<file path="src/hdl/ctsmp_pkg.sv">
package ctsmp_pkg;

   localparam int MaxEntries = 1024;
   localparam int IdxW = $clog2(MaxEntries);
   localparam int CntW = IdxW + 1;

   typedef enum logic [1:0] {
      CMD_SAMPLE     = 2'd0,
      CMD_SAMPLE_ADD = 2'd1,
      CMD_ADD        = 2'd2,
      CMD_RSVD       = 2'd3
   } cmd_type;

   typedef enum logic [1:0] {
      ST_OK       = 2'd0,
      ST_FULL     = 2'd1,
      ST_ZERO_DIV = 2'd2,
      ST_OVERFLOW = 2'd3
   } status_type;

   localparam logic [0:0] REG_CONCENTRATION = 1'b0;

   // controller -> datapath
   typedef struct packed {
      logic load;        // capture transaction, start division
      logic div_step;    // one restoring division step
      logic walk_rd;     // issue RAM read at walk index
      logic walk_acc;    // accumulate read data
      logic add_rd;      // issue RAM read at target index
      logic add_wr;      // write target (increment or set 1)
      logic clr_wr;      // write zero at gap index
      logic clr_next;    // advance gap index
      logic use_pick;    // target := picked index
      logic set_status;  // latch status from status_in
      status_type status_in;
      logic commit;      // update entries_used / total
      logic respond;     // pulse result strobe
   } ctl_type;

   // datapath -> controller
   typedef struct packed {
      cmd_type cmd;
      logic    div_zero;
      logic    div_done;
      logic    walk_hit;
      logic    walk_end;
      logic    tgt_full;
      logic    tgt_new;
      logic    total_max;
      logic    entry_max;
      logic    gap_done;
   } sts_type;

endpackage

</file>
<file path="src/hdl/ctsmp_ctrl.sv">
module ctsmp_ctrl (
   input  logic               clock,
   input  logic               reset,
   input  logic               start,
   input  logic               clr_busy,
   input  ctsmp_pkg::sts_type sts,
   output ctsmp_pkg::ctl_type ctl,
   output logic               busy
);
   typedef enum logic [3:0] {
      S_IDLE, S_CHECK, S_DIV, S_WRD, S_WACC, S_PICK, S_ARD, S_AWAIT,
      S_ADEC, S_GAP, S_AWR, S_RESP
   } state_type;

   state_type state_ff;

   always_ff @(posedge clock) begin
      if (reset) begin
         state_ff <= S_IDLE;
      end else begin
         unique case (state_ff)
            S_IDLE:  if (start && !clr_busy) state_ff <= S_CHECK;
            S_CHECK: begin
               if (sts.cmd == ctsmp_pkg::CMD_ADD) state_ff <= S_ARD;
               else if (sts.div_zero) state_ff <= S_RESP;
               else state_ff <= S_DIV;
            end
            S_DIV:   if (sts.div_done) state_ff <= S_WRD;
            S_WRD:   state_ff <= sts.walk_end ? S_PICK : S_WACC;
            S_WACC:  state_ff <= sts.walk_hit ? S_PICK : S_WRD;
            S_PICK:  state_ff <= (sts.cmd == ctsmp_pkg::CMD_SAMPLE_ADD) ? S_ARD : S_RESP;
            S_ARD:   state_ff <= S_AWAIT;
            S_AWAIT: state_ff <= S_ADEC;
            S_ADEC: begin
               if (sts.tgt_full || sts.total_max || (!sts.tgt_new && sts.entry_max))
                  state_ff <= S_RESP;
               else if (sts.tgt_new) state_ff <= S_GAP;
               else state_ff <= S_AWR;
            end
            S_GAP:   if (sts.gap_done) state_ff <= S_AWR;
            S_AWR:   state_ff <= S_RESP;
            S_RESP:  state_ff <= S_IDLE;
            default: state_ff <= S_IDLE;
         endcase
      end
   end

   always_comb begin
      ctl = '0;
      ctl.status_in = ctsmp_pkg::ST_OK;
      unique case (state_ff)
         S_IDLE:  ctl.load = start && !clr_busy;
         S_CHECK: begin
            ctl.set_status = 1'b1;
            if (sts.cmd != ctsmp_pkg::CMD_ADD && sts.div_zero)
               ctl.status_in = ctsmp_pkg::ST_ZERO_DIV;
         end
         S_DIV:   ctl.div_step = 1'b1;
         S_WRD:   ctl.walk_rd = !sts.walk_end;
         S_WACC:  ctl.walk_acc = 1'b1;
         S_PICK:  ctl.use_pick = 1'b1;
         S_ARD:   ctl.add_rd = 1'b1;
         S_AWAIT: ctl.add_rd = 1'b1;
         S_ADEC: begin
            ctl.add_rd = 1'b1;
            if (sts.tgt_full) begin
               ctl.set_status = 1'b1; ctl.status_in = ctsmp_pkg::ST_FULL;
            end else if (sts.total_max || (!sts.tgt_new && sts.entry_max)) begin
               ctl.set_status = 1'b1; ctl.status_in = ctsmp_pkg::ST_OVERFLOW;
            end
         end
         S_GAP: begin
            ctl.clr_wr   = !sts.gap_done;
            ctl.clr_next = !sts.gap_done;
         end
         S_AWR: begin
            ctl.add_wr = 1'b1;
            ctl.commit = 1'b1;
         end
         S_RESP:  ctl.respond = 1'b1;
         default: ctl = '0;
      endcase
   end

   assign busy = (state_ff != S_IDLE) || clr_busy;
endmodule
</file>
<file path="config.mk">
export PLATFORM = sky130hd
export DESIGN_NAME = ctsmp_ctrl
export DESIGN_NICKNAME = d
export VERILOG_FILES = /design/src/hdl/ctsmp_pkg.sv /design/src/hdl/ctsmp_ctrl.sv
export SDC_FILE = /design/constraint.sdc
export NUM_CORES = 1
export LEC_CHECK = 0
export BUFFER_PORTS_ARGS = -buffer_cell sky130_fd_sc_hd__buf_4
export CAP_MARGIN = 20
export CORE_MARGIN = 2
export CORE_UTILIZATION = 40
export CTS_CLUSTER_SIZE = 20
export DETAILED_ROUTE_END_ITERATION = 16
export PLACE_DENSITY = 0.7
export SLEW_MARGIN = 10
export SYNTH_ARGS = -nofsm -noshare
export SYNTH_HDL_FRONTEND = slang
export SYNTH_SLANG_ARGS = --single-unit
</file>
<file path="constraint.sdc">
create_clock -name clock -period 1.65 [get_ports clock]
set_clock_uncertainty 0.1 [all_clocks]
set_input_delay 0.165 -clock clock [delete_from_list [all_inputs] [get_ports clock]]
set_output_delay 0.165 -clock clock [all_outputs]
set_load 0.005 [all_outputs]
</file>
Word-level counts from Yosys, hierarchy flattened --
Cells that the tools add are included.
Word-level totals: register bits 4, input bits 15, output and inout bits 15, word-level logic and storage cells 57
Cells by class: eq/ne operators 17, muxes and demuxes 24, reduce and logical (&&, ||, !) cells 15
Operator list (count):
- one-hot mux 4 bit (11 select lines) | 1
- two-way mux 4 bit | 6
- equality test 4 x 3 -> 1 bit (second input constant) | 4
- equality test 4 bit (second input constant) | 4
- two-way mux 1 bit | 9
- two-way mux 3 bit | 3
- equality test 4 x 2 -> 1 bit (second input constant) | 2
- two-way mux 2 bit | 4
- inequality test 2 bit (second input constant) | 4
- one-hot mux 3 bit (2 select lines) | 1
- equality test 4 x 1 -> 1 bit (second input constant) | 1
- zero test 1 bit | 4
- zero test 4 bit | 1
- logical OR 1 bit | 4
- nonzero test 4 bit | 1
- logical AND 1 bit | 3
- AND reduction 3 bit | 1
- OR reduction 3 bit | 1
- equality test 2 x 1 -> 1 bit (second input constant) | 1
- equality test 2 bit (second input constant) | 1

Depth between registers and ports, before layout --
Gate-level depths: netlist of run 1.
word-level depth 6, gate-level depth with buffers 5, gate-level depth less buffers 4

Worst setup path after synthesis of run 1 --
OpenSTA, ideal clock, no wires.
path type flip-flop to output port, start reg state_ff[1], end out ctl[4] in the netlist's numbering, arrival 1.083 ns, data required time 1.385 ns, setup slack 0.302 ns, cell stages (with the launch flop) 5, path buffers 1, cells stage by stage dfxtp_1 -> or2_1 -> buf_2 -> nor3_1 -> nand2b_1
RTL lines:
- start, declared | RTL line ctsmp_ctrl.sv:15 | state_type state_ff;
- start signal, assigned | RTL line ctsmp_ctrl.sv:29 | S_WRD: state_ff <= sts.walk_end ? S_PICK : S_WACC;
- start signal, assigned | RTL line ctsmp_ctrl.sv:30 | S_WACC: state_ff <= sts.walk_hit ? S_PICK : S_WRD;
- start signal, assigned | RTL line ctsmp_ctrl.sv:31 | S_PICK: state_ff <= (sts.cmd == ctsmp_pkg::CMD_SAMPLE_ADD) ? S_ARD : S_RESP;
- end, declared | RTL line ctsmp_ctrl.sv:7 | output ctsmp_pkg::ctl_type ctl,

Worst setup path after layout of run 1 --
start reg state_ff[1], end out busy
On the way: longest elaborated chain between the ends 2
Ends and longest elaborated chain:
- nonzero test 4 bit | RTL line ctsmp_ctrl.sv:85 | assign busy = (state_ff != S_IDLE) || clr_busy;
- logical OR 1 bit | RTL line ctsmp_ctrl.sv:85
- end, declared | RTL line ctsmp_ctrl.sv:8 | output logic busy
No other way between the ends.

==> results of run 1 <==
-- synthesized netlist by cell type (all sizes together) --
library cell  number
nor3b              2
nand3b             1
a221o              1
nand3              2
nor4b              1
o21a               1
nor2b              2
a32o               1
o221a              1
o21ai              3
a22oi              1
nand2              8
o311ai             1
nor3               5
a21o               1
o22ai              1
o31ai              1
or3                1
a31oi              1
or2                3
nand2b             8
a32oi              1
buf                7
nor2               9
dfxtp              4
xor2               1
and4bb             2
nor4               1
a21oi              2
o21bai             1
a21boi             1
-- cell usage in the layout (no fill, tap or decap), types with 3 or more instances in the layout --
master and instances:
sky130_fd_sc_hd__nor2_1 9, sky130_fd_sc_hd__nor3_1 3, sky130_fd_sc_hd__nand2_1 8, sky130_fd_sc_hd__dfxtp_2 3, sky130_fd_sc_hd__nand2b_1 7, sky130_fd_sc_hd__clkbuf_4 3
sky130_fd_sc_hd__buf_4 32
-- worst min path at each step --
stage / slack (ns) / startpoint / cells after the start / to
floorplan: 0.13 / reset / 1 / state_ff[3]
CTS: 0.01 / reset / 2 / state_ff[2]
global route: 0.009 / reset / 2 / state_ff[2]
finish: 0.01 / reset / 2 / state_ff[2]
global placement: 0.26 / reset / 2 / state_ff[2]
detailed placement: 0.26 / reset / 2 / state_ff[2]
-- layout make-up --
type                       instances  area [um^2]  share of cell area [%]
timing repair buffer              33          251                    31.1
clock buffer                       3         22.5                    2.78
tap                               15         18.8                    2.32
sequential                         4         87.6                    10.8
multi-input combinational         64          429                    53.0
-- kinds of logic after synthesis --
logic type / synth area share, %
DFF: 15.1
xor gates and xnor gates: 1.65
AOI/OAI and AO/OA: 24.7
and+or+nand+nor: 50.6
buffers and inverters: 8.00
-- per-layer routing --
metal  up-vias  share of wire (%)
met1       301                 42
li1        338                  -
met2        22                 52
met4         0                  0
met5         -                  0
met3         0                6.0
-- through the flow --
| stage | worst slack, ns | total power, mW | std cells | hold WS (ns) | util [%] |
|---|---|---|---|---|---|
| after floorplan | 0.302 | 0.637 | 75 | 0.134 | - |
| after global placement | 0.134 | 0.875 | 116 | 0.264 | 59.6 |
| after detailed placement | 0.140 | 0.884 | 116 | 0.264 | 59.6 |
| after global routing | -0.00387 | 1.15 | 119 | 0.00864 | 63.8 |
| after CTS | -0.0562 | 1.04 | 119 | 0.0114 | 62.2 |
| final | 0.0416 | 1.08 | 119 | 0.00975 | 63.8 |
-- timing repair --
action,in CTS,in global routing
cloned,0,0
endpoints found under the setup margin,6,6
resized for setup,3,8
-- critical path, stage by stage, from the launching register on --
cell and delay (ns):
sky130_fd_sc_hd__dfxtp_4 0.36, sky130_fd_sc_hd__or2_4 0.29, sky130_fd_sc_hd__or3_1 0.31, sky130_fd_sc_hd__buf_4 0.14
-- power breakdown --
| part | internal [mW] | switching (mW) | total (mW) |
|---|---|---|---|
| clock | 0.0816 | 0.0436 | 0.125 |
| sequential | 0.146 | 0.0679 | 0.214 |
| combinational | 0.383 | 0.354 | 0.737 |
==> impl.org, run 1 <==
** Worst hold path
- Hold/Removal Path Class :: primary input to register

** Detailed routing
- In the final routed layout, each cell accounts on average for 13.3 um.
- Total vias in the final route :: around 660
- Dividing the detail-routed via count by the number of cells gives 5.55.
- In the routed design, unresolved DRC markers number 0.
- The first TritonRoute pass finished after 4 iterations.
- Number of DRC markers after the initial detailed-route iteration :: 8
- Final wirelength :: approximately 1600 um
- The count of nets left with antenna violations once routing finished came out at 0.

** Cells and area
- In the final layout, the registers with the most flip-flops are state_ff: 4 flops.
- Non-Filler Cell Area, Final :: 810 um^2
- Area growth from synthesis to layout :: 52.2%
- The register with the most flip-flops in the layout has 4 of them.
- Ranked by flip-flop count, first place goes to state_ff.
- Of the cells placed in the final design, the portion with a size suffix greater than 1 is 47.1%.
- In the final design database the tool counted 121 nets.
- Filler cell count :: ~120
- Number of diodes added for antenna fixing :: 0

** STA
- Setup repair after global routing could not meet its margin everywhere.
- Share of the clock period used by the worst path :: just under 100%
- Final period demand of the worst path :: 1.61 ns
- For this run, the top clock speed supported by timing is 0.622 GHz.
- In this run the tightest slew margin relative to its limit is 73.5%.
- Pins Over Slew Limit :: 0
- Number of endpoints with negative hold slack in the final report :: 0
- At the pin with the least slew margin, the transition time is slightly below 0.4 ns.
- Setup TNS :: 0 ns
- Number of endpoints failing setup at the final stage :: 0

** Place
- Once placement finished, the instance area stood at approximately 760 um^2.
- Port-buffer cells :: 29
- The wire-length estimate of the detail-placed layout is approximately 1300 um.
- Weighted congestion at the end of routability-driven global placement :: slightly below 0.8

** Critical path
- Worst reg2reg path depth :: 4
- Crit path to :: busy
- Data arrival time of the worst path :: 1.34 ns
- STA classifies the critical path endpoint as a primary output.
- For flop-to-flop paths, the worst setup slack is 0.27 ns.
- The worst register-to-register path ends at state_ff[0].
- Launch point of the worst reg-to-reg path :: state_ff[3]
- Data required time of the critical path :: 1.38 ns
- CP Launch Type :: register
- Setup Crit Path Kind :: register to primary output
- Along the worst path, the maximum fanout reaches 10.
- The most critical setup path has its startpoint at state_ff[1].

** Floorplanning
- The floorplan step set the die width to about 40 um.
- Placeable core region :: approximately 1300 um^2
- The initialized floorplan defines 13 standard-cell rows.
- Die extent in y :: 40.5 um
- Pin placement for this block handled 30 I/O pins.
- The die covers 1640 um^2.
- Effective utilization at floorplan :: 41.9%

** GRT
- For met2 alone, demand over resource in global routing was 39.7%.
- Residual overflow from global routing :: 0
- The number of antenna violations at the first check in global routing is 0.
- Via count of the first global-routing pass :: approximately 570
- The first global-routing pass estimated ~2400 um of wire.
- Pin count of the biggest net entering global routing :: 11
- GRT Util Overall :: between 20% and 30%
- Met3 track demand over resource :: 5.00%
- Met1 routing resource usage after global routing :: 25.2%
- The global routing stage identified its most utilized layer as met2.

** Logic synthesis
- The number of different library cells used by synthesis comes to 37.
- Summing the sequential cell areas from Yosys gives around 15% of the chip area.
- Cells after synthesis :: 75
- After synthesis, the largest area contributor takes up 15.1% of total cell area.
- Ranking of synthesized cells by area :: sky130_fd_sc_hd__dfxtp_1 (15%), sky130_fd_sc_hd__nand2b_1 (9.4%), sky130_fd_sc_hd__nor2_1 (6.4%)
- sky130_fd_sc_hd__dfxtp_1 takes more of the synthesized area than any other cell.
- For this run, the number of Yosys warnings is 0.
- Synthesized area divided by synthesized cell count :: 7.09 um^2
- Synth Net Count :: 90
- Counting flops and latches in the post-synthesis netlist gives 4.
- The synthesized netlist occupies a cell area of 532 um^2.

** Status
- Run status :: complete, no violations

** Clock network
- The clock net in this run drives a total of 4 sinks.
- TritonCTS built the clock tree.
- Clock Tree Buf Depth :: 2
- Clock-pin slew was measured on the worst setup and hold paths at 0.04 ns.
- Post-CTS Setup Repair Bufs :: 0
- Worst-Skew Late Latency :: 0.24 ns
- Post-CTS Hold Buffers :: 0
- In this run the clock root is driven by a sky130_fd_sc_hd__clkbuf_4.
- Number of clock buffers inserted by TritonCTS :: 3
- CTS built an H-tree with a depth of 1.

** Pwr
- In this run the power density over the cells is 1330 nW/um^2.
- In this run the static leakage power is 0.353 nW.
- Worst supply voltage drop on vdd :: 694 uV

** Job
- Max-capacitance violation count :: 0
Note: power is estimated with default switching activity, not from simulation.
==> run 2, diff against run 1 <==
--- a/config.mk
+++ b/config.mk
@@ -9,9 +9,11 @@
 export CAP_MARGIN = 20
 export CORE_MARGIN = 2
 export CORE_UTILIZATION = 40
+export CTS_BUF_LIST = sky130_fd_sc_hd__clkbuf_8
 export CTS_CLUSTER_SIZE = 20
 export DETAILED_ROUTE_END_ITERATION = 16
 export PLACE_DENSITY = 0.7
+export SETUP_SLACK_MARGIN = 0.2
 export SLEW_MARGIN = 10
 export SYNTH_ARGS = -nofsm -noshare
 export SYNTH_HDL_FRONTEND = slang
==> run 2 against run 1 <==
Compared with the run above:
- critical path depth unchanged
- power up 43%
- wire length up 38%
- largest cell class unchanged
==> impl.org, run 2 (synthesis gave the netlist of run 1 again) <==
** Detailed routing
- The final wirelength is 2190 um (was 1580 um).
- The detail-routed net length per standard cell is 16.7 um (was 13.3 um).
- Via-per-instance ratio :: 5.78 (was 5.55)
- The total iterations of the first detailed-routing run is 4 (unchanged).
- Number of DRC markers after the initial detailed-route iteration :: 12 (was 8)
- Total vias in the final route :: 757 (was 661)
- # DRC :: 0 (unchanged)
- Antenna-violating nets left :: 0 (unchanged)

** Clock network
- The CTS tree is done (unchanged).
- The maximum buffer depth of the clock tree was 2 (unchanged).
- Clock sink count :: 4 (unchanged)
- The number of H-tree levels came to 1 (unchanged).
- Clock root buffer master :: sky130_fd_sc_hd__clkbuf_8 (was sky130_fd_sc_hd__clkbuf_4)
- The clock latency on the worst-skew pair is 0.22 ns (was 0.24 ns).
- Post-CTS clock slew at the launch and capture registers of the worst setup and hold paths :: 0.03 ns (was 0.04 ns)
- Number of clock buffers inserted by TritonCTS :: 3 (unchanged)

** STA
- Relative slew slack :: 75.9% (was 73.5%)
- Final worst setup slack :: 0.0709 ns (was 0.0416 ns)
- The worst-margin pin slew came to 0.356 ns (was 0.393 ns).
- Setup repair after global routing missed its margin :: true (unchanged)
- Number of endpoints failing setup at the final stage :: 0 (unchanged)
- Achievable frequency :: 0.633 GHz (was 0.622 GHz)
- Pins Over Slew Limit :: 0 (unchanged)
- The number of hold violations in the final report is 0 (unchanged).
- The final-layout setup total negative slack came to 0 ns (unchanged).
- The minimum hold slack came to 0.0296 ns (was 0.00975 ns).
- The shortest period the worst path allows came to 1.58 ns (was 1.61 ns).
- The final critical-path share of the clock period was 95.7% (was 97.5%).

** Pwr
- The power density normalized to cell area is 1500 nW/um^2 (was 1330 nW/um^2).
- Part of the total power dissipated in combinational logic :: 73.2% (was 68.5%)
- The share of power burned in the clock network came to 13.7% (was 11.6%).
- The worst IR drop on VDD is 1190 uV (was 694 uV).
- The static power due to leakage was 0.454 nW (was 0.353 nW).
- The proportion of total power due to net switching is 41.7% (was 43.2%).
- Relative contribution of sequential cells to total power :: 13.1% (was 19.9%)
- The internal power summed over all cells was 0.897 mW (was 0.611 mW).
- The net load switching power came to 0.642 mW (was 0.466 mW).

** Critical path
- Setup Crit Path Kind :: register to primary output (unchanged)
- CP Launch Point :: state_ff[0] (was state_ff[1])
- The maximum fanout along the worst path was 7 (was 10).
- The reg-to-reg startpoint is state_ff[0] (was state_ff[3]).
- CP Launch Type :: register (unchanged)
- Data arrival time of the worst path :: 1.31 ns (was 1.34 ns)
- The capturing element type of the critical path is a primary output (unchanged).
- Data required time of the critical path :: 1.38 ns (about the same)

** Cells and area
- The fraction of layout instances using a drive strength above 1 came to 62.9% (was 47.1%).
- The number of antenna diodes came to 0 (unchanged).
- The area growth from synthesis to layout came to 93.2% (was 52.2%).
- The number of flip-flops in the largest register was 4 (unchanged).
- Top library cells by usage in the layout, fill and taps aside: sky130_fd_sc_hd__buf_4 (38), sky130_fd_sc_hd__nand2_1 (7), sky130_fd_sc_hd__nand2b_1 (6), sky130_fd_sc_hd__buf_6 (6), sky130_fd_sc_hd__nor2_1 (5) (was sky130_fd_sc_hd__buf_4 (32), sky130_fd_sc_hd__nor2_1 (9), sky130_fd_sc_hd__nand2_1 (8)).
- The most common cell after layout, fill and taps aside is sky130_fd_sc_hd__buf_4 (unchanged).
- The final instance area came to 1030 um^2 (was 810 um^2).
- The largest register by flop count is state_ff (unchanged).
- Filler cell count :: 81 (was 119)
- Registers with the highest flip-flop counts: state_ff: 4 flops (unchanged).
- The share of the core filled with cells came to 81.0% (was 63.8%).
- The net count reported at finish is 133 (was 121).

** Floorplanning
- The effective utilization at floorplan was 41.9% (unchanged).
- Standard-cell rows :: 13 (unchanged)
- Width of the die :: 40.5 um (unchanged)
- The die area was 1640 um^2 (unchanged).
- Die extent in y :: 40.5 um (unchanged)
- Placeable core region :: 1270 um^2 (unchanged)
- Number of top-level pins :: 30 (unchanged)

** Job
- Max-capacitance violation count :: 0 (unchanged)

** GRT
- The number of global-route vias before repair was 663 (was 567).
- First-pass GRT wire length :: 2900 um (was 2350 um)
- GRT Util Overall :: 27.6% (was 21.1%)
- The total global routing overflow came to 0 (unchanged).
- The number of antenna violations at the first check in global routing was 0 (unchanged).
- The largest net degree at the start of global routing is 9 (was 11).

** Place
- Placed Area :: 756 um^2 (unchanged)
- The detailed placement HPWL was 1270 um (unchanged).
- The weighted congestion reported at the end of routability-driven placement is 0.790 (unchanged).
- The count of buffers inserted at the top-level ports came to 29 (unchanged).
- The post-placement setup slack came to 0.140 ns (unchanged).

** Worst hold path
- The beginning of the worst hold path is reset (unchanged).
- Hold/Removal Path Class :: primary input to register (unchanged)

** Status
- Run status: complete, no violations (unchanged).
-- run 2: cell count changes in the layout (fill, tap and decap cells not counted), sizes merged --
| cell | change |
|---|---|
| buf | +12 |
-- run 2: repair_timing --
| item | CTS | global route |
|---|---|---|
| buffers inserted | 7 | 5 |
| pin swaps | 6 | 9 |
| gates resized for setup | 19 | 19 |
| hold buffers | 0 | 0 |
| setup endpoints to repair | 17 | 19 |
-- run 2: final cells by class --
cell class	count	area [um^2]	share of cell area (%)
multi-input cells	64	499	48.6
clock buffers	3	41.3	4.02
repair buffers	45	373	36.3
flip-flops and latches	4	95.1	9.26
well taps	15	18.8	1.83
-- run 2: final timing paths --
path                               endpoint  slack (ns)  cells after the start
worst min register to register  state_ff[0]        0.50                      2
worst max register to register  state_ff[2]        0.17                      7
worst max-delay path                   busy        0.07                      3
worst min-delay path            state_ff[2]        0.03                      2
-- run 2: worst max-delay path, stage by stage, from the launching register on --
cell and delay, ns:
sky130_fd_sc_hd__dfxtp_4 0.36, sky130_fd_sc_hd__or2_4 0.25, sky130_fd_sc_hd__or3_1 0.35, sky130_fd_sc_hd__buf_4 0.14
-- run 2: metal layers --
metal,track usage (%),part of all wire [%]
met1,29.7,39
met3,8.33,6.5
met2,49.6,53
met4,10.0,2.0
met5,0,0
-- run 2: power groups by stage --
stage | clock network, mW | logic, mW | registers [mW]
2_1_floorplan | 0 | 0.477 | 0.161
3_3_place_gp | 0 | 0.683 | 0.192
3_5_place_dp | 0 | 0.690 | 0.194
4_1_cts | 0.216 | 0.905 | 0.191
5_1_grt | 0.221 | 1.19 | 0.206
6_report | 0.211 | 1.13 | 0.201
-- run 2: per-stage QoR --
step	power, mW	cells
finish	1.54	131
floorplan	0.637	75
global placement	0.875	116
detailed placement	0.884	116
CTS	1.31	126
global route	1.61	131
